--- src/hdl/fdtd_pkg.sv ---
// shared types, constants and helpers for the 2d tmz grid stepper
// used by fdtd_ctrl, fdtd_dp and fdtd_2d_tmz_grid_step; depends on nothing
package fdtd_pkg;

   localparam int GRID_X    = 200;
   localparam int GRID_Y    = 200;
   localparam int FRAC_BITS = 20;

   localparam int CELLS = GRID_X * GRID_Y;
   localparam int XW    = $clog2(GRID_X);
   localparam int YW    = $clog2(GRID_Y);
   localparam int AW    = $clog2(CELLS);
   localparam int MW    = (XW > YW) ? XW : YW;
   localparam int CW    = ((MW > 8) ? MW : 8) + 1;
   localparam int SQ_W  = 2 * CW + 1;

   localparam int DIFF_W  = 35;
   localparam int MAG_W   = 34;
   localparam int HALF_W  = 17;
   localparam int COEF_W  = 31;
   localparam int PART_W  = COEF_W + HALF_W;
   localparam int PROD_W  = PART_W + HALF_W;
   localparam int SPROD_W = PROD_W + 1;

   localparam logic REQ_STEP   = 1'b0;
   localparam logic REQ_READ   = 1'b1;
   localparam logic REPLY_STEP = 1'b0;
   localparam logic REPLY_READ = 1'b1;

   localparam int CSR_IDX_W = 3;
   localparam logic [CSR_IDX_W-1:0] CSR_E_COEFF    = 3'd0;
   localparam logic [CSR_IDX_W-1:0] CSR_HX_COEFF   = 3'd1;
   localparam logic [CSR_IDX_W-1:0] CSR_HY_COEFF   = 3'd2;
   localparam logic [CSR_IDX_W-1:0] CSR_SOURCE_X   = 3'd3;
   localparam logic [CSR_IDX_W-1:0] CSR_SOURCE_Y   = 3'd4;
   localparam logic [CSR_IDX_W-1:0] CSR_CYL_X      = 3'd5;
   localparam logic [CSR_IDX_W-1:0] CSR_CYL_Y      = 3'd6;
   localparam logic [CSR_IDX_W-1:0] CSR_CYL_RAD_SQ = 3'd7;

   typedef logic [XW-1:0]        col_type;
   typedef logic [YW-1:0]        row_type;
   typedef logic [AW-1:0]        addr_type;
   typedef logic signed [31:0]   word_type;

   typedef enum logic [2:0] {
      PASS_CLEAR, PASS_HX, PASS_HY, PASS_SRC, PASS_EZ, PASS_EDGE, PASS_READ
   } pass_type;

   typedef enum logic [3:0] {
      ST_CLEAR, ST_IDLE, ST_RD, ST_DIFF, ST_MUL0, ST_MUL1, ST_ACC, ST_WR, ST_REPLY
   } state_type;

   typedef struct packed {
      pass_type pass;
      col_type  col;
      row_type  row;
      logic     rd;
      logic     diff;
      logic     mul_lo;
      logic     mul_hi;
      logic     acc;
      logic     wr;
      logic     load;
      logic     reply;
   } cmd_type;

   typedef struct packed {
      logic rsp_busy;
   } status_type;

   typedef struct packed {
      logic [COEF_W-1:0] e_coeff;
      logic [COEF_W-1:0] hx_coeff;
      logic [COEF_W-1:0] hy_coeff;
      logic [7:0]        source_x;
      logic [7:0]        source_y;
      logic [7:0]        cylinder_x;
      logic [7:0]        cylinder_y;
      logic [17:0]       cylinder_radius_sq;
   } csr_type;

   function automatic addr_type cell_addr(col_type x, row_type y);
      return AW'(AW'(x) * AW'(GRID_Y) + AW'(y));
   endfunction

   function automatic word_type sat32(logic signed [SPROD_W-1:0] v);
      if (v[SPROD_W-1:31] == '0 || v[SPROD_W-1:31] == '1) begin
         return v[31:0];
      end else if (v[SPROD_W-1]) begin
         return 32'sh8000_0000;
      end else begin
         return 32'sh7fff_ffff;
      end
   endfunction

endpackage

--- src/hdl/fdtd_ctrl.sv ---
// sequencer for the grid stepper: pass order, cell counters, per-cell phases
// depends on fdtd_pkg; drives fdtd_dp through cmd_type
module fdtd_ctrl (
   input  logic                clock,
   input  logic                reset,
   input  logic                req_valid,
   output logic                req_ready,
   input  logic                req_type,
   output fdtd_pkg::cmd_type   cmd,
   input  fdtd_pkg::status_type status
);
   import fdtd_pkg::*;

   state_type state_ff, state_in;
   pass_type  pass_ff, pass_in;
   col_type   col_ff, col_in;
   row_type   row_ff, row_in;
   logic      cell_last;

   function automatic col_type col_first(pass_type p);
      return (p == PASS_EZ) ? col_type'(1) : '0;
   endfunction

   function automatic col_type col_last(pass_type p);
      unique case (p)
         PASS_HY:                      return col_type'(GRID_X - 2);
         PASS_HX, PASS_EZ, PASS_EDGE,
         PASS_CLEAR:                   return col_type'(GRID_X - 1);
         default:                      return '0;
      endcase
   endfunction

   function automatic row_type row_first(pass_type p);
      return (p == PASS_EZ) ? row_type'(1) : '0;
   endfunction

   function automatic row_type row_last(pass_type p);
      unique case (p)
         PASS_HX:                      return row_type'(GRID_Y - 2);
         PASS_HY, PASS_EZ, PASS_EDGE,
         PASS_CLEAR:                   return row_type'(GRID_Y - 1);
         default:                      return '0;
      endcase
   endfunction

   assign cell_last = (col_ff == col_last(pass_ff)) && (row_ff == row_last(pass_ff));

   always_ff @(posedge clock) begin
      if (reset) begin
         state_ff <= ST_CLEAR;
         pass_ff  <= PASS_CLEAR;
         col_ff   <= '0;
         row_ff   <= '0;
      end else begin
         state_ff <= state_in;
         pass_ff  <= pass_in;
         col_ff   <= col_in;
         row_ff   <= row_in;
      end
   end

   // next state, pass and cell position
   always_comb begin
      state_in = state_ff;
      pass_in  = pass_ff;
      col_in   = col_ff;
      row_in   = row_ff;
      unique case (state_ff)
         ST_CLEAR, ST_WR: begin
            if (!cell_last) begin
               state_in = (state_ff == ST_CLEAR) ? ST_CLEAR : ST_RD;
               if (row_ff == row_last(pass_ff)) begin
                  row_in = row_first(pass_ff);
                  col_in = col_ff + col_type'(1);
               end else begin
                  row_in = row_ff + row_type'(1);
               end
            end else begin
               state_in = ST_RD;
               unique case (pass_ff)
                  PASS_HX:   pass_in = PASS_HY;
                  PASS_HY:   pass_in = PASS_SRC;
                  PASS_SRC:  pass_in = PASS_EZ;
                  PASS_EZ:   pass_in = PASS_EDGE;
                  PASS_EDGE: state_in = ST_REPLY;
                  default:   state_in = ST_IDLE;
               endcase
               col_in = col_first(pass_in);
               row_in = row_first(pass_in);
            end
         end
         ST_IDLE: begin
            if (req_valid) begin
               state_in = ST_RD;
               pass_in  = (req_type == REQ_READ) ? PASS_READ : PASS_HX;
               col_in   = '0;
               row_in   = '0;
            end
         end
         ST_RD: begin
            unique case (pass_ff)
               PASS_HX, PASS_HY, PASS_EZ: state_in = ST_DIFF;
               PASS_SRC, PASS_EDGE:       state_in = ST_WR;
               PASS_READ:                 state_in = ST_REPLY;
               default:                   state_in = ST_IDLE;
            endcase
         end
         ST_DIFF:  state_in = ST_MUL0;
         ST_MUL0:  state_in = ST_MUL1;
         ST_MUL1:  state_in = ST_ACC;
         ST_ACC:   state_in = ST_WR;
         ST_REPLY: begin
            if (!status.rsp_busy) begin
               state_in = ST_IDLE;
            end
         end
         default:  state_in = ST_IDLE;
      endcase
   end

   // commands to the datapath
   always_comb begin
      req_ready  = (state_ff == ST_IDLE);
      cmd.pass   = pass_ff;
      cmd.col    = col_ff;
      cmd.row    = row_ff;
      cmd.rd     = (state_ff == ST_RD);
      cmd.diff   = (state_ff == ST_DIFF);
      cmd.mul_lo = (state_ff == ST_MUL0);
      cmd.mul_hi = (state_ff == ST_MUL1);
      cmd.acc    = (state_ff == ST_ACC);
      cmd.wr     = (state_ff == ST_WR) || (state_ff == ST_CLEAR);
      cmd.load   = (state_ff == ST_IDLE) && req_valid;
      cmd.reply  = (state_ff == ST_REPLY) && !status.rsp_busy;
   end

endmodule

--- config.mk ---
export PLATFORM = sky130hd
export DESIGN_NAME = fdtd_ctrl
export DESIGN_NICKNAME = d
export VERILOG_FILES = /design/src/hdl/fdtd_pkg.sv /design/src/hdl/fdtd_ctrl.sv
export SDC_FILE = /design/constraint.sdc
export NUM_CORES = 1
export LEC_CHECK = 0
export BUFFER_PORTS_ARGS = -buffer_cell sky130_fd_sc_hd__buf_2
export CAP_MARGIN = 5
export CORE_MARGIN = 3
export CORE_UTILIZATION = 48
export CTS_CLUSTER_DIAMETER = 120
export DETAILED_ROUTE_END_ITERATION = 8
export PLACE_DENSITY_LB_ADDON = 0.1
export SLEW_MARGIN = 30
export SYNTH_ARGS = -nofsm -noshare
export SYNTH_HDL_FRONTEND = slang
export SYNTH_SLANG_ARGS = --single-unit
--- constraint.sdc ---
create_clock -name clock -period 2.5 [get_ports clock]
set_clock_uncertainty 0.2 [all_clocks]
set_input_delay 0.375 -clock clock [delete_from_list [all_inputs] [get_ports clock]]
set_output_delay 0.375 -clock clock [all_outputs]
set_load 0.02 [all_outputs]
======== Yosys cells after proc, flatten, opt, wreduce, memory -nomap -nowiden ========
Index checks and enable logic that the tools add are counted.
operators by class
  mux-type cells .......................... 27
  reduce and logical (&&, ||, !) cells .... 18
  equal/unequal tests ..................... 22
  add/sub/neg operators ................... 2
operator list
  operator             count
  $pmux 8 s2           4
  $mux 8               7
  $pmux 4 s8           1
  $eq 8x8->1           3
  $add 8x1->8 const B  2
  $eq 4x3->1 const B   4
  $mux 3               5
  $eq 3x3->1 const B   4
  $mux 4               3
  $pmux 3 s4           1
  $pmux 4 s3           1
  $reduce_or 4->1      3
  $eq 4x2->1 const B   2
  $pmux 4 s2           1
  $eq 3x2->1 const B   2
  $ne 2x2->1 const B   3
  $pmux 3 s2           1
  $reduce_and 3->1     2
  $eq 4x1->1 const B   1
  $eq 4x4->1 const B   1
  $logic_not 4->1      1
  $reduce_and 2->1     2
  $reduce_or 2->1      2
  $eq 3x1->1 const B   1
  9 further kinds      12
storage, ports and cells
  bits in registers ....................... 23
  bits of input ports ..................... 5
  logic and storage cells ................. 73
  output and inout port bits .............. 28

======== Depth between registers and ports, before layout ========
  depth in word-level cells ............... 11
  gate-level depth with buffers ........... 8

======== Least setup slack after synthesis ========
OpenSTA, ideal clock, no wires.
  kind .................................... register to register
  start ................................... register col_ff[2]
  end ..................................... register col_ff[0]
  buffers on the path ..................... 1
  period minus slack after synthesis ...... 2.268 ns
  arrival time ............................ 1.997 ns
  path slack .............................. 0.232 ns
  data required time ...................... 2.229 ns
  cell stages (with the launch flop) ...... 8
  cells stage by stage .................... dfxtp_1 -> or4_1 -> mux2_2 -> nor3_4 -> buf_2 -> mux2i_1 -> nand3_1 -> a21oi_1
on the way
  longest elaborated chain between the ends .. 4
  elaborated cells on any way between the ends .. 6
  those cells by class .................... eq/ne: 2; mux: 2; reduce/logical: 2
ends and longest elaborated chain
  what                                                                    line             text
  start: declaration                                                      fdtd_ctrl.sv:16  col_type col_ff, col_in;
  start signal: assignment                                                fdtd_ctrl.sv:57  col_ff <= col_in;
  $eq 8x8->1 (*)                                                          fdtd_ctrl.sv:46  assign cell_last = (col_ff == col_last(pass_ff)) && (row_ff == row_last(pass_ff));
  $logic_and 1x1->1 (*)                                                   fdtd_ctrl.sv:46
  $ne 3x3->1 (no source line) / $mux 8 (equally long branches)            -
  $reduce_and 3->1 (no source line) / $pmux 8 s2 (equally long branches)  -
Mark *: on every way between the ends. The rest lies on a longest branch, timed or not.
A chain may end at the register's enable or synchronous reset.

==> qor.yml <==
outcome: "finished clean"
r2r_end: "pass_ff[0]"
grt_pass1_wl_um: 6679
die_h_um: 63.45
synthDistinctLibCells: 52
antenna_found_initial: 0
cts_tree: "done"
clkLatencyLatePin_ns: 0.32
min_from: "status"
grt_use_total_pct: 20.13
layout-drive-gt1-share_pct: 23.69
endpoint_kind: "output pin"
cts_buffers: 3
clockBufferDepth: 2
criticalPathCategory: "register to output pin"
worstReg2RegStart: "col_ff[2]"
fin_cells: 293
nFillCells: 321
grt-ovfl-total: 0
drtAntennaViolNets: 0
coreArea_um2: 3103
synthArstFlopShare_pct: 0
syn_to_final_growth_pct: 18.09
gp_congestion: 0.8406
syn-mean-instance-area_um2: 7.507
grt_max_degree: 16
yosysWarningCount: 0
clk_pin_slew_ns: 0.14
r2r_slack_ns: 0.17
avgRoutedWirePerCell_um: 13.66
hold_end: "state_ff[0]"
max_freq_mhz: 425.4
cts_root_buffer: "clkbuf_4"
rr_worst_depth: 6
ys_dominant_reg_cell: "dfxtp_1"
slew_headroom_pct: 62.19
vdd_drop_max_mv: 0.2354
vias: 1618
drt-initial-drc-count: 154
io_pins: 33
place_hpwl_um: 2957
drt_first_pass_iters: 4
start_util_pct: 51.05
placed_cells: 289
slew_violations: 0
power_mw: 0.6051
worst-path-max-fanout: 5
via_per_inst: 5.522
drcViolationCount: 0
io_buffers: 32
finalSetupViolCount: 0
final_nets: 257
cts_sinks: 23
ys_seq_area_share_pct: 29.07
min_path_type: "input pin to register"
syn_inst: 211
power_density_nw_per_um2: 323.5
fin_crit_sh_pct: 94.03
post_cts_buffers: 0
cp.arrival_ns: 1.78
die_width_um: 63.45
diodes: 0
cts_hold_buf: 0
hold_depth: 2
postCtsResizedCells: 0
critPathLaunchType: "register"
rows: 20
required_ns: 1.92
ys_ff_latch: 23
syn_area_um2: 1584
synth_edf_count: 0
grt_pass1_vias: 1417
fin_util_pct: 60.28
drt_wl_total_um: 4003
ctsHtreeMaxLevel: 1
hold_viol: 0
rsz0062_at_grt: "no"
syn_nets: 218
die_area_um2: 4025
tightest_slew_ns: 0.5628
fin_crit_ns: 2.351
p_leak_nw: 0.7775
cap_violations: 0
fin_tns_setup_ns: 0
cell usage in the layout, fill, tap and decap left out, types with 4 or more instances in the layout:
master    netlist  final
nand3_1         4      4
o21ai_0         4      4
nor2_1         27     27
nand3b_1        6      6
nand2_1        22     22
a21oi_1        22     22
and3_1          4      4
inv_1           4      4
nand2b_1        6      6
xnor2_1         4      4
nor2b_1         5      5
buf_4           1     14
buf_2           4     32
dfxtp_1        23     23
o21ai_1         8      8
nor3_1         11     11
synthesized netlist by cell type, types with 2 or more instances:
cell / instances / area (µm²)
ha_1: 2 / 25.02
nand4b_1: 2 / 17.52
a31oi_1: 3 / 18.77
or3_1: 3 / 18.77
or4_1: 2 / 15.01
nor3_1: 11 / 55.05
a311oi_1: 2 / 17.52
nand3b_1: 6 / 45.04
xnor2_1: 4 / 35.03
o21ai_0: 4 / 20.02
nand4_1: 3 / 18.77
mux2i_1: 3 / 30.03
nor2_1: 27 / 101.4
dfxtp_1: 23 / 460.4
and3_1: 4 / 25.02
nor2b_1: 5 / 31.28
a211o_1: 2 / 17.52
nand2_1: 22 / 82.58
o21ai_1: 8 / 40.04
nand2b_1: 6 / 37.54
nand3_1: 4 / 20.02
buf_2: 4 / 20.02
a21oi_1: 22 / 110.1
or2_2: 2 / 12.51
inv_1: 4 / 15.01
xor2_1: 2 / 17.52
clkbuf_1: 6 / 22.52
metal layers:
layer | track usage, % | part of all wire (%) | up-vias
li1 | - | - | 836
met1 | 27.96 | 47 | 747
met2 | 33.12 | 48 | 31
met3 | 2.139 | 3.1 | 4
met4 | 5.121 | 1.1 | 0
met5 | 0 | 0 | -
critical path, stage by stage (launching register included):
cell	delay (ns)
dfxtp_1	0.34
or4_1	0.54
nand2_1	0.22
buf_4	0.19
buf_2	0.16
sequential cells by signal, summed over array words and instances (netlist names):
| register | flops |
|---|---|
| col_ff | 8 |
| row_ff | 8 |
| state_ff | 4 |
| pass_ff | 3 |
worst max path at each step:
| stage | start | end | slack (ns) | cells past startpoint |
|---|---|---|---|---|
| final | state_ff[3] | cmd[2] | 0.15 | 4 |
| after global routing | col_ff[2] | state_ff[0] | 0.06 | 6 |
| after floorplan | col_ff[2] | col_ff[0] | 0.23 | 7 |
| after detailed placement | col_ff[2] | pass_ff[0] | 0.21 | 6 |
| after CTS | state_ff[3] | cmd[2] | 0.15 | 4 |
| after global placement | col_ff[2] | pass_ff[0] | 0.25 | 6 |
power breakdown:
group          internal [mW]  switching [mW]  total [mW]
sequential             0.371         0.00825       0.380
clock                 0.0598           0.124       0.184
combinational         0.0155          0.0265      0.0420
final cells by class:
type                       count  area (µm²)  share of cell area [%]
sequential                    23       460.4                   24.62
tap                           44       55.05                   2.943
multi-input combinational    171        1044                   55.79
clock inverter                 1       5.005                  0.2676
clock buffer                   3       22.52                   1.204
timing repair buffer          46       265.3                   14.18
inverter                       5       18.77                   1.003
cell families after synthesis:
kind of cell	count (synthesis)	synth area share, %
AOI/OAI and AO/OA	53	22.28
adders and majority gates	2	1.580
muxes	4	2.607
buffers and inverters	17	5.055
DFF	23	29.07
and+or+nand+nor	106	36.10
xor gates and xnor gates	6	3.318
through the flow:
stage / setup WS [ns] / hold slack (ns) / cell area [µm²]
6_report: 0.1493 / 0.06666 / 1871
4_1_cts: 0.1474 / 0.06860 / 1871
2_1_floorplan: 0.2320 / 0.2949 / 1584
3_3_place_gp: 0.2497 / 0.3059 / 1843
5_1_grt: 0.05513 / 0.08445 / 1871
3_5_place_dp: 0.2076 / 0.3278 / 1843
Power figures use the tool's default switching activity.
